## config.mk

```make
export PLATFORM = sky130hd
export DESIGN_NAME = extended_gcd_bezout_unit_flat
export DESIGN_NICKNAME = d
export VERILOG_FILES = /design/src/rtl/ebu_pkg.sv /design/src/rtl/ebu_in_if.sv /design/src/rtl/ebu_out_if.sv /design/src/rtl/extended_gcd_bezout_unit.sv /design/src/rtl/ebu_round.sv /design/src/flat_wrapper.sv
export SDC_FILE = /design/constraint.sdc
export NUM_CORES = 1
export LEC_CHECK = 0
export ABC_AREA = 1
export ABC_CLOCK_PERIOD_IN_PS = 7500
export BUFFER_PORTS_ARGS = -buffer_cell sky130_fd_sc_hd__buf_4
export CAP_MARGIN = 20
export CORE_ASPECT_RATIO = 1.4
export CORE_MARGIN = 4
export CORE_UTILIZATION = 49
export CTS_CLUSTER_SIZE = 30
export DETAILED_ROUTE_END_ITERATION = 6
export HOLD_SLACK_MARGIN = 0.02
export PLACE_DENSITY = 0.66
export SLEW_MARGIN = 20
export SYNTH_ARGS = -nofsm -noshare
export SYNTH_HDL_FRONTEND = slang
export SYNTH_SLANG_ARGS = --single-unit
```

## constraint.sdc

```tcl
create_clock -name clk -period 7.5 [get_ports clk]
set_clock_uncertainty 0.05 [all_clocks]
set_input_delay 1.5 -clock clk [delete_from_list [all_inputs] [get_ports clk]]
set_output_delay 1.5 -clock clk [all_outputs]
set_load 0.005 [all_outputs]
```

## src/rtl/ebu_pkg.sv

```systemverilog
// Shared types and constants for the extended gcd / Bezout coefficient unit.
// No dependencies; every other file imports this package.
package ebu_pkg;

    // Operand width; coefficients are kept modulo 2^COEFF_BITS
    localparam int OPERAND_BITS = 32;
    localparam int COEFF_BITS   = 33;
    localparam int CNT_BITS     = $clog2(OPERAND_BITS);

    typedef logic [OPERAND_BITS-1:0]      operand_t;
    typedef logic signed [COEFF_BITS-1:0] coeff_t;
    typedef logic [CNT_BITS-1:0]          cnt_t;

    // Starting coefficient pairs {s, t}: previous row {1, 0}, current row {0, 1}
    localparam coeff_t COEFF_ZERO = coeff_t'(0);
    localparam coeff_t COEFF_ONE  = coeff_t'(1);

    // Control from the top level to the round engine
    typedef struct packed {
        logic start;    // load a fresh operand pair
        logic release_; // result taken, return to idle
    } ebu_ctrl_t;

    // Status from the round engine to the top level
    typedef struct packed {
        logic done;     // b has reached zero, coefficients are final
    } ebu_stat_t;

endpackage

```

## src/rtl/ebu_in_if.sv

```systemverilog
// Request channel carrying the operand pair.
// Depends on ebu_pkg for the operand type.
interface ebu_in_if;
    import ebu_pkg::*;

    logic     valid;
    logic     ready;
    operand_t first_operand;
    operand_t second_operand;

    modport source (output valid, output first_operand, output second_operand, input ready);
    modport sink   (input valid, input first_operand, input second_operand, output ready);
endinterface

```

## src/rtl/ebu_out_if.sv

```systemverilog
// Result channel carrying the two Bezout coefficients.
// Depends on ebu_pkg for the coefficient type.
interface ebu_out_if;
    import ebu_pkg::*;

    logic   valid;
    logic   ready;
    coeff_t coeff_first;
    coeff_t coeff_second;

    modport source (output valid, output coeff_first, output coeff_second, input ready);
    modport sink   (input valid, input coeff_first, input coeff_second, output ready);
endinterface

```

## src/rtl/extended_gcd_bezout_unit.sv

```systemverilog
// Top level of the extended gcd unit: request handshake, round engine, result register.
// Depends on ebu_pkg, ebu_in_if, ebu_out_if and ebu_round.
//
//  channel   dir  interface   payload
//  operands  in   ebu_in_if   first_operand, second_operand (32b unsigned)
//  coeffs    out  ebu_out_if  coeff_first, coeff_second (33b signed)
//
// A request runs one round for each Euclid division, and the bit-serial divider
// (one quotient bit a cycle) walks all OPERAND_BITS dividend bits in every round.
// Reset clears the sequencer and the result valid flag.
// A new request is taken once the previous result sits in the output register;
// a stalled result holds the engine in its done phase.
module extended_gcd_bezout_unit (
    input logic       clk,
    input logic       rst_n,
    ebu_in_if.sink    operands,
    ebu_out_if.source coeffs
);
    import ebu_pkg::*;

    ebu_ctrl_t ctrl;
    ebu_stat_t stat;
    coeff_t    s_final;
    coeff_t    t_final;

    logic   busy_reg, busy_next;
    logic   out_valid_reg, out_valid_next;
    coeff_t out_s_reg;
    coeff_t out_t_reg;
    logic   take_req;
    logic   move_out;

    assign operands.ready = ~busy_reg;
    assign take_req       = operands.valid & ~busy_reg;
    assign move_out       = stat.done & (~out_valid_reg | coeffs.ready);

    assign ctrl.start    = take_req;
    assign ctrl.release_ = move_out;

    ebu_round u_round (
        .clk   (clk),
        .rst_n (rst_n),
        .ctrl  (ctrl),
        .a_in  (operands.first_operand),
        .b_in  (operands.second_operand),
        .stat  (stat),
        .s_out (s_final),
        .t_out (t_final)
    );

    // Track the busy engine and the result slot
    always_comb
    begin
        busy_next      = busy_reg;
        out_valid_next = out_valid_reg;
        if (coeffs.ready)
        begin
            out_valid_next = 1'b0;
        end
        if (move_out)
        begin
            out_valid_next = 1'b1;
            busy_next      = 1'b0;
        end
        if (take_req)
        begin
            busy_next = 1'b1;
        end
    end

    always_ff @(posedge clk or negedge rst_n)
    begin
        if (!rst_n)
        begin
            busy_reg      <= 1'b0;
            out_valid_reg <= 1'b0;
        end
        else
        begin
            busy_reg      <= busy_next;
            out_valid_reg <= out_valid_next;
        end
    end

    // Capture the final coefficients
    always_ff @(posedge clk)
    begin
        if (move_out)
        begin
            out_s_reg <= s_final;
            out_t_reg <= t_final;
        end
    end

    assign coeffs.valid        = out_valid_reg;
    assign coeffs.coeff_first  = out_s_reg;
    assign coeffs.coeff_second = out_t_reg;

endmodule

```

## src/rtl/ebu_round.sv

```systemverilog
// Round engine: bit-serial restoring divider that folds q*s and q*t in as the
// quotient bits appear, then updates the remainder and coefficient pairs.
// Depends on ebu_pkg.
module ebu_round (
    input  logic              clk,
    input  logic              rst_n,
    input  ebu_pkg::ebu_ctrl_t ctrl,
    input  ebu_pkg::operand_t a_in,
    input  ebu_pkg::operand_t b_in,
    output ebu_pkg::ebu_stat_t stat,
    output ebu_pkg::coeff_t   s_out,
    output ebu_pkg::coeff_t   t_out
);
    import ebu_pkg::*;

    localparam logic [2:0] P_IDLE   = 3'd0;
    localparam logic [2:0] P_CHECK  = 3'd1;
    localparam logic [2:0] P_DIV    = 3'd2;
    localparam logic [2:0] P_UPDATE = 3'd3;
    localparam logic [2:0] P_DONE   = 3'd4;

    localparam cnt_t CNT_LAST = cnt_t'(OPERAND_BITS - 1);

    logic [2:0] phase_reg, phase_next;
    cnt_t       cnt_reg, cnt_next;

    operand_t a_reg, a_next;
    operand_t b_reg, b_next;
    operand_t rem_reg, rem_next;
    operand_t dvd_reg, dvd_next;
    coeff_t   prev_s_reg, prev_s_next;
    coeff_t   prev_t_reg, prev_t_next;
    coeff_t   curr_s_reg, curr_s_next;
    coeff_t   curr_t_reg, curr_t_next;
    coeff_t   acc_s_reg, acc_s_next;
    coeff_t   acc_t_reg, acc_t_next;

    // Shared divide step: shift in one dividend bit, trial subtract b
    logic [OPERAND_BITS:0] rem_shift;
    logic [OPERAND_BITS:0] rem_diff;
    logic                  q_bit;

    assign rem_shift = {rem_reg, dvd_reg[OPERAND_BITS-1]};
    assign rem_diff  = rem_shift - {1'b0, b_reg};
    assign q_bit     = ~rem_diff[OPERAND_BITS];

    // Sequence the rounds
    always_comb
    begin
        phase_next  = phase_reg;
        cnt_next    = cnt_reg;
        a_next      = a_reg;
        b_next      = b_reg;
        rem_next    = rem_reg;
        dvd_next    = dvd_reg;
        prev_s_next = prev_s_reg;
        prev_t_next = prev_t_reg;
        curr_s_next = curr_s_reg;
        curr_t_next = curr_t_reg;
        acc_s_next  = acc_s_reg;
        acc_t_next  = acc_t_reg;

        case (phase_reg)
            P_IDLE:
            begin
                if (ctrl.start)
                begin
                    a_next      = a_in;
                    b_next      = b_in;
                    prev_s_next = COEFF_ONE;
                    prev_t_next = COEFF_ZERO;
                    curr_s_next = COEFF_ZERO;
                    curr_t_next = COEFF_ONE;
                    phase_next  = P_CHECK;
                end
            end
            P_CHECK:
            begin
                // Stop once b is zero, otherwise prime the divider
                if (b_reg == '0)
                begin
                    phase_next = P_DONE;
                end
                else
                begin
                    rem_next   = '0;
                    dvd_next   = a_reg;
                    acc_s_next = COEFF_ZERO;
                    acc_t_next = COEFF_ZERO;
                    cnt_next   = '0;
                    phase_next = P_DIV;
                end
            end
            P_DIV:
            begin
                // One quotient bit per cycle; accumulate q*s and q*t Horner style
                rem_next   = q_bit ? rem_diff[OPERAND_BITS-1:0]
                                   : rem_shift[OPERAND_BITS-1:0];
                dvd_next   = {dvd_reg[OPERAND_BITS-2:0], 1'b0};
                acc_s_next = {acc_s_reg[COEFF_BITS-2:0], 1'b0}
                             + (q_bit ? curr_s_reg : COEFF_ZERO);
                acc_t_next = {acc_t_reg[COEFF_BITS-2:0], 1'b0}
                             + (q_bit ? curr_t_reg : COEFF_ZERO);
                cnt_next   = cnt_reg + cnt_t'(1);
                if (cnt_reg == CNT_LAST)
                begin
                    phase_next = P_UPDATE;
                end
            end
            P_UPDATE:
            begin
                // Shift the pair down and advance the coefficient rows
                a_next      = b_reg;
                b_next      = rem_reg;
                prev_s_next = curr_s_reg;
                prev_t_next = curr_t_reg;
                curr_s_next = prev_s_reg - acc_s_reg;
                curr_t_next = prev_t_reg - acc_t_reg;
                phase_next  = P_CHECK;
            end
            P_DONE:
            begin
                if (ctrl.release_)
                begin
                    phase_next = P_IDLE;
                end
            end
            default:
            begin
                phase_next = P_IDLE;
            end
        endcase
    end

    // Hold control state under reset
    always_ff @(posedge clk or negedge rst_n)
    begin
        if (!rst_n)
        begin
            phase_reg <= P_IDLE;
            cnt_reg   <= '0;
        end
        else
        begin
            phase_reg <= phase_next;
            cnt_reg   <= cnt_next;
        end
    end

    // Datapath registers
    always_ff @(posedge clk)
    begin
        a_reg      <= a_next;
        b_reg      <= b_next;
        rem_reg    <= rem_next;
        dvd_reg    <= dvd_next;
        prev_s_reg <= prev_s_next;
        prev_t_reg <= prev_t_next;
        curr_s_reg <= curr_s_next;
        curr_t_reg <= curr_t_next;
        acc_s_reg  <= acc_s_next;
        acc_t_reg  <= acc_t_next;
    end

    assign stat.done = (phase_reg == P_DONE);
    assign s_out     = prev_s_reg;
    assign t_out     = prev_t_reg;

endmodule
```

## src/flat_wrapper.sv

```systemverilog
// flat-port wrapper written by rule: the top's interface ports become plain ports
module extended_gcd_bezout_unit_flat import ebu_pkg::*;
  (clk, rst_n, operands_valid, operands_first_operand, operands_second_operand, operands_ready, coeffs_valid, coeffs_coeff_first, coeffs_coeff_second, coeffs_ready);
  ebu_in_if operands_i ();
  ebu_out_if coeffs_i ();
  input logic clk;
  input logic rst_n;
  input wire logic [$bits(operands_i.valid)-1:0] operands_valid;
  input wire logic [$bits(operands_i.first_operand)-1:0] operands_first_operand;
  input wire logic [$bits(operands_i.second_operand)-1:0] operands_second_operand;
  output wire logic [$bits(operands_i.ready)-1:0] operands_ready;
  output wire logic [$bits(coeffs_i.valid)-1:0] coeffs_valid;
  output wire logic [$bits(coeffs_i.coeff_first)-1:0] coeffs_coeff_first;
  output wire logic [$bits(coeffs_i.coeff_second)-1:0] coeffs_coeff_second;
  input wire logic [$bits(coeffs_i.ready)-1:0] coeffs_ready;
  assign operands_i.valid = operands_valid;
  assign operands_i.first_operand = operands_first_operand;
  assign operands_i.second_operand = operands_second_operand;
  assign operands_ready = operands_i.ready;
  assign coeffs_valid = coeffs_i.valid;
  assign coeffs_coeff_first = coeffs_i.coeff_first;
  assign coeffs_coeff_second = coeffs_i.coeff_second;
  assign coeffs_i.ready = coeffs_ready;
  extended_gcd_bezout_unit u_core (.clk(clk), .rst_n(rst_n), .operands(operands_i), .coeffs(coeffs_i));
endmodule
```

## After elaboration in Yosys (flattened, before gate mapping)

Index checks and enable logic that the tools add are counted.

| storage, ports and cells | value |
|---|---|
| register bits | 402 |
| input bits | 68 |
| output and inout bits | 68 |
| word-level logic and storage cells | 76 |

| cells by class | value |
|---|---|
| add/sub/neg operators | 6 |
| equal/unequal tests | 9 |
| mux-type cells | 31 |
| bitwise operators | 5 |
| reductions and logical operators | 9 |

Operators by type and width:

| operator | number |
|---|---|
| $pmux W33 S2 | 6 |
| $pmux W32 S2 | 4 |
| $mux W33 | 5 |
| $mux W32 | 5 |
| $add A33 B33 Y33 | 2 |
| $sub A33 B33 Y33 | 2 |
| $sub A33 B32 Y33 | 1 |
| $logic_not A32 Y1 | 1 |
| $pmux W3 S5 | 1 |
| $mux W3 | 4 |
| $pmux W5 S2 | 1 |
| $reduce_bool A2 Y1 | 4 |
| $eq A3 B2 Y1 const B | 2 |
| $ne A2 B2 Y1 const B | 3 |
| $add A5 B1 Y5 const B | 1 |
| $eq A5 B5 Y1 const B | 1 |
| $mux W5 | 1 |
| $mux W1 | 4 |
| $reduce_and A2 Y1 | 2 |
| $eq A3 B1 Y1 const B | 1 |
| $eq A3 B3 Y1 const B | 1 |
| $logic_not A3 Y1 | 1 |
| $reduce_and A3 Y1 | 1 |
| $and A1 B1 Y1 | 2 |
| other kinds (3) | 4 |

## Logic depth before layout (Yosys ltp)

| logic depth | value |
|---|---|
| depth in word-level cells | 5 |
| mapped depth | 33 |
| depth with buffers taken out | 31 |

## Modules after synthesis

From an unflattened synthesis, not the netlist that was laid out.

| second synthesis, totals | value |
|---|---|
| cell total of the unflattened synthesis | 2933 |
| area total of the unflattened synthesis | 24641.1 um^2 |

By module, submodules not included:

| module | instances | cells an instance | area an instance (um^2) | seq. area each (um^2) |
|---|---|---|---|---|
| ebu_round | 1 | 2855 | 22566.6 | 9989.6 |
| extended_gcd_bezout_unit | 1 | 78 | 2074.5 | 2031.9 |

## Worst setup path after synthesis

OpenSTA, ideal clock, no wires.

| timing path | value |
|---|---|
| kind | input to register |
| start | input operands_valid |
| end | register u_core.u_round.a_reg[0] (enable) |
| setup time | 0.564 ns |
| data arrival time | 5.760 ns |
| data required time | 6.886 ns |
| setup slack | 1.125 ns |
| stages | 2 |
| path buffers | 0 |
| cell sequence | nand3_1 > nand2_1 |

| between the ends | value |
|---|---|
| longest elaborated chain between the ends | 3 |

Ends and longest elaborated chain:

| element | line | text |
|---|---|---|
| from (decl) | flat_wrapper.sv:8 | `input wire logic [$bits(operands_i.valid)-1:0] operands_valid;` |
| $and A1 B1 Y1 | extended_gcd_bezout_unit.sv:34 | `assign take_req = operands.valid & ~busy_reg;` |
| $ne A2 B1 Y1 (no line) | n/a |  |
| $reduce_and A2 Y1 (no line) | n/a |  |
| to (signal assigned) | ebu_round.sv:153 | `a_reg <= a_next;` |
| to (decl) | ebu_round.sv:27 | `operand_t a_reg, a_next;` |

Every way passes these cells.
A chain may end at the register's enable or synchronous reset.

## Final worst setup path

| timing path | value |
|---|---|
| start | register u_core.u_round.b_reg[0] |
| end | register u_core.u_round.acc_t_reg[32] (data pin) |

| between the ends | value |
|---|---|
| longest elaborated chain between the ends | 4 |

Ends and longest elaborated chain:

| element | line | text |
|---|---|---|
| from (decl) | ebu_round.sv:28 | `operand_t b_reg, b_next;` |
| from (signal assigned) | ebu_round.sv:154 | `b_reg <= b_next;` |
| $sub A33 B32 Y33 | ebu_round.sv:44 | `assign rem_diff = rem_shift - {1'b0, b_reg};` |
| $mux W33 | ebu_round.sv:103 | `+ (q_bit ? curr_t_reg : COEFF_ZERO);` |
| $add A33 B33 Y33 | ebu_round.sv:103 |  |
| $pmux W33 S2 | ebu_round.sv:63 | `case (phase_reg)` |
| to (signal assigned) | ebu_round.sv:162 | `acc_t_reg <= acc_t_next;` |
| to (decl) | ebu_round.sv:36 | `coeff_t acc_t_reg, acc_t_next;` |

Every way passes these cells.

==> flow_summary.toml <==
[final_layout]
fillers = 4651
antenna_cells = 0
fin_nets = 3288
final_cell_count_no_fill = 3730
final_area_mm2 = 0.0277
drive_gt1_share_pct = 7.77
syn_to_final_growth_pct = 12.4

[clocking]
cts_root_buf = "clkbuf_16"
cts_resized = 0
cts_setup_buffers = 0
cts_tree = "yes"
cts_sinks = 402
cts_buffers = 42
clkSlewWorstSetupHoldPaths_ns = 0.06
hold_buffers = 0
clk_latency_ns = 0.57
cts.path.max_buffers = 3
htree_levels = 2

[logic_synthesis]
synth.area.top_cells = "edfxtp_1 (48%), nand2_1 (9.2%), ha_1 (8.1%), nor2_1 (6.6%), a21oi_1 (6.0%)"
synthTopCellsByCount = "nand2_1 (603), nor2_1 (436), edfxtp_1 (392)"
ys_seq_area_share_pct = 48.7
synthFlopType = "edfxtp_1"
post-synth-top-area-cell = "edfxtp_1"
synth_enable_flop_cells = 392
synth_cell_types = 48
yosysTopAreaCellShare_pct = 47.7
netlist_area_mm2 = 0.0247
async_flop_share_pct = 2.49
synth.avg_cell_area_um2 = 8.44
syn_inst = 2924
ys_ff_latch = 402
synth_nets = 3157
yosysMostFrequentCell = "nand2_1"
yosysWarnings = 0

[worst_setup_path]
critPathKind = "register to register"
crit_arrival_ns = 5.97
crit_path_frequent_cell = "nand2_1"
worstPathMaxFanout = 79
r2r-start = "u_core.u_round.b_reg[0]$_DFFE_PP_"
cp_slowest_cell = "inv_4"
max_stage_delay_ns = 0.90
reg2regPathDepth = 26
ff2ff_setup_slack_ns = 1.79
crit_required_ns = 7.76
crit_path_end_kind = "register"
startpoint_type = "register"
worstReg2RegEnd = "u_core.u_round.acc_t_reg[32]$_SDFFCE_PN0P_"

[placement]
placed_cell_area_mm2 = 0.0264
place_inst = 3654
detailed_place_hpwl_um = 51800
port_buffers = 135
place_congestion = 0.992

[timing]
relSlewSlack_pct = 28.9
whs_ns = 0.411
setup_tns_ns = 0
rsz0062_at_grt = "false"
setup_viol_count_final = 0
fmax_mhz = 175
min_period_ns = 5.71
hold_violations = 0
fin_crit_sh_pct = 76.1
slew_violations = 0
tightestPinTransition_ns = 1.07

[job]
max_cap_violations = 0

[global_routing]
antenna_found_initial = 0
grt_start_max_net_pins = 134
grtUsageTotal_pct = 24.9
grt_pass1_wl_um = 107000
grt_pass1_vias = 20443
grt_overflow = 0

[min_path]
hp-start = "u_core.u_round.s_out[9]$_SDFFCE_PN0P_"
hold_depth = 0
worstHoldPathType = "register to register"
hold_end = "u_core.coeffs.coeff_first[9]$_DFFE_PP_"

[floorplan]
start_util_pct = 49.4
die_h_um = 274
core_mm2 = 0.0500
rows = 97
die_w_um = 198
die_area_mm2 = 0.0541
ios = 136

[drt]
ant_nets = 0
wl_per_cell_um = 18.4
drc_errors = 0
drt_pass1_iterations = 6
drtIter0Drc = 1362
wl_um = 68800
avgViaCountPerCell = 5.48
detailroute.via_count = 20425

[run_status]
status = "finished, final reports clean"
==> layout make-up <==
cell class / instances / area [um2] / share of cell area (%)
Inverter: 391 / 1480 / 5.32
Sequential cell: 402 / 12000 / 43.3
Multi-Input combinational cell: 2072 / 11000 / 39.5
Timing Repair Buffer: 146 / 1110 / 4.00
Tap cell: 643 / 805 / 2.90
Clock inverter: 21 / 239 / 0.862
Clock buffer: 55 / 1140 / 4.11
==> layout by cell type (no fill, tap or decap), drive strengths merged, types with 2 or more instances in the layout <==
master	instances
o21bai	18
bufinv	4
o31ai	4
nand4	26
a21boi	9
o221ai	12
a21o	11
nand3	79
fa	5
xnor2	10
or2	3
nor4	15
o21ai	238
nor2	446
buf	146
nand2	608
inv	394
a211oi	8
nor3b	5
dfrtp	10
o211ai	4
edfxtp	392
xor2	19
clkinv	12
clkbuf	55
clkinvlp	2
and2	3
a21oi	298
nor3	42
o21a	35
ha	160
a31oi	10
==> logic make-up after synthesis <==
logic type | synth area share, %
and+or+nand+nor | 20.3
xor gates and xnor gates | 1.03
buffers and inverters | 7.05
adders and majority gates | 8.52
DFF | 48.7
AOI/OAI and AO/OA | 14.4
==> how the worst max path moves through the flow <==
stage | depth (start not counted) | slack, ns | startpoint | endpoint
floorplan | 2 | 1.13 | operands_valid | u_core.u_round.a_reg[0]$_DFFE_PP_
global placement | 26 | 1.96 | u_core.u_round.b_reg[0]$_DFFE_PP_ | u_core.u_round.acc_t_reg[32]$_SDFFCE_PN0P_
detailed placement | 26 | 1.82 | u_core.u_round.b_reg[0]$_DFFE_PP_ | u_core.u_round.acc_t_reg[32]$_SDFFCE_PN0P_
CTS | 26 | 1.77 | u_core.u_round.b_reg[0]$_DFFE_PP_ | u_core.u_round.acc_t_reg[32]$_SDFFCE_PN0P_
global route | 26 | 1.39 | u_core.u_round.b_reg[0]$_DFFE_PP_ | u_core.u_round.acc_t_reg[32]$_SDFFCE_PN0P_
finish | 26 | 1.79 | u_core.u_round.b_reg[0]$_DFFE_PP_ | u_core.u_round.acc_t_reg[32]$_SDFFCE_PN0P_
==> routing by layer <==
layer,global-route usage (%),part of all wire (%),vias up
met5,0,0,-
met4,9.90,4.4,0
met3,2.45,4.8,154
met2,45.0,50,591
met1,30.4,40,9507
li1,-,-,10173
==> per-stage QoR <==
stage	setup slack, ns	util, %
floorplan	1.13	-
global placement	1.96	52.7
detailed placement	1.82	52.7
CTS	1.77	55.5
global route	1.39	55.5
finish	1.79	55.5
==> worst max-delay path, delay by kind of cell (launching register included) <==
family,cells,cell delay (ns)
AND/OR/NAND/NOR,19,2.13
adder cells (fa/ha/maj),3,1.03
buffers and inverters,2,0.97
AO/OA/AOI/OAI,2,0.85
flip-flops,1,0.41
Power is left out: the tool's default activity adds up to more than one toggle a clock period on the data nets, which glitch-free logic cannot reach.
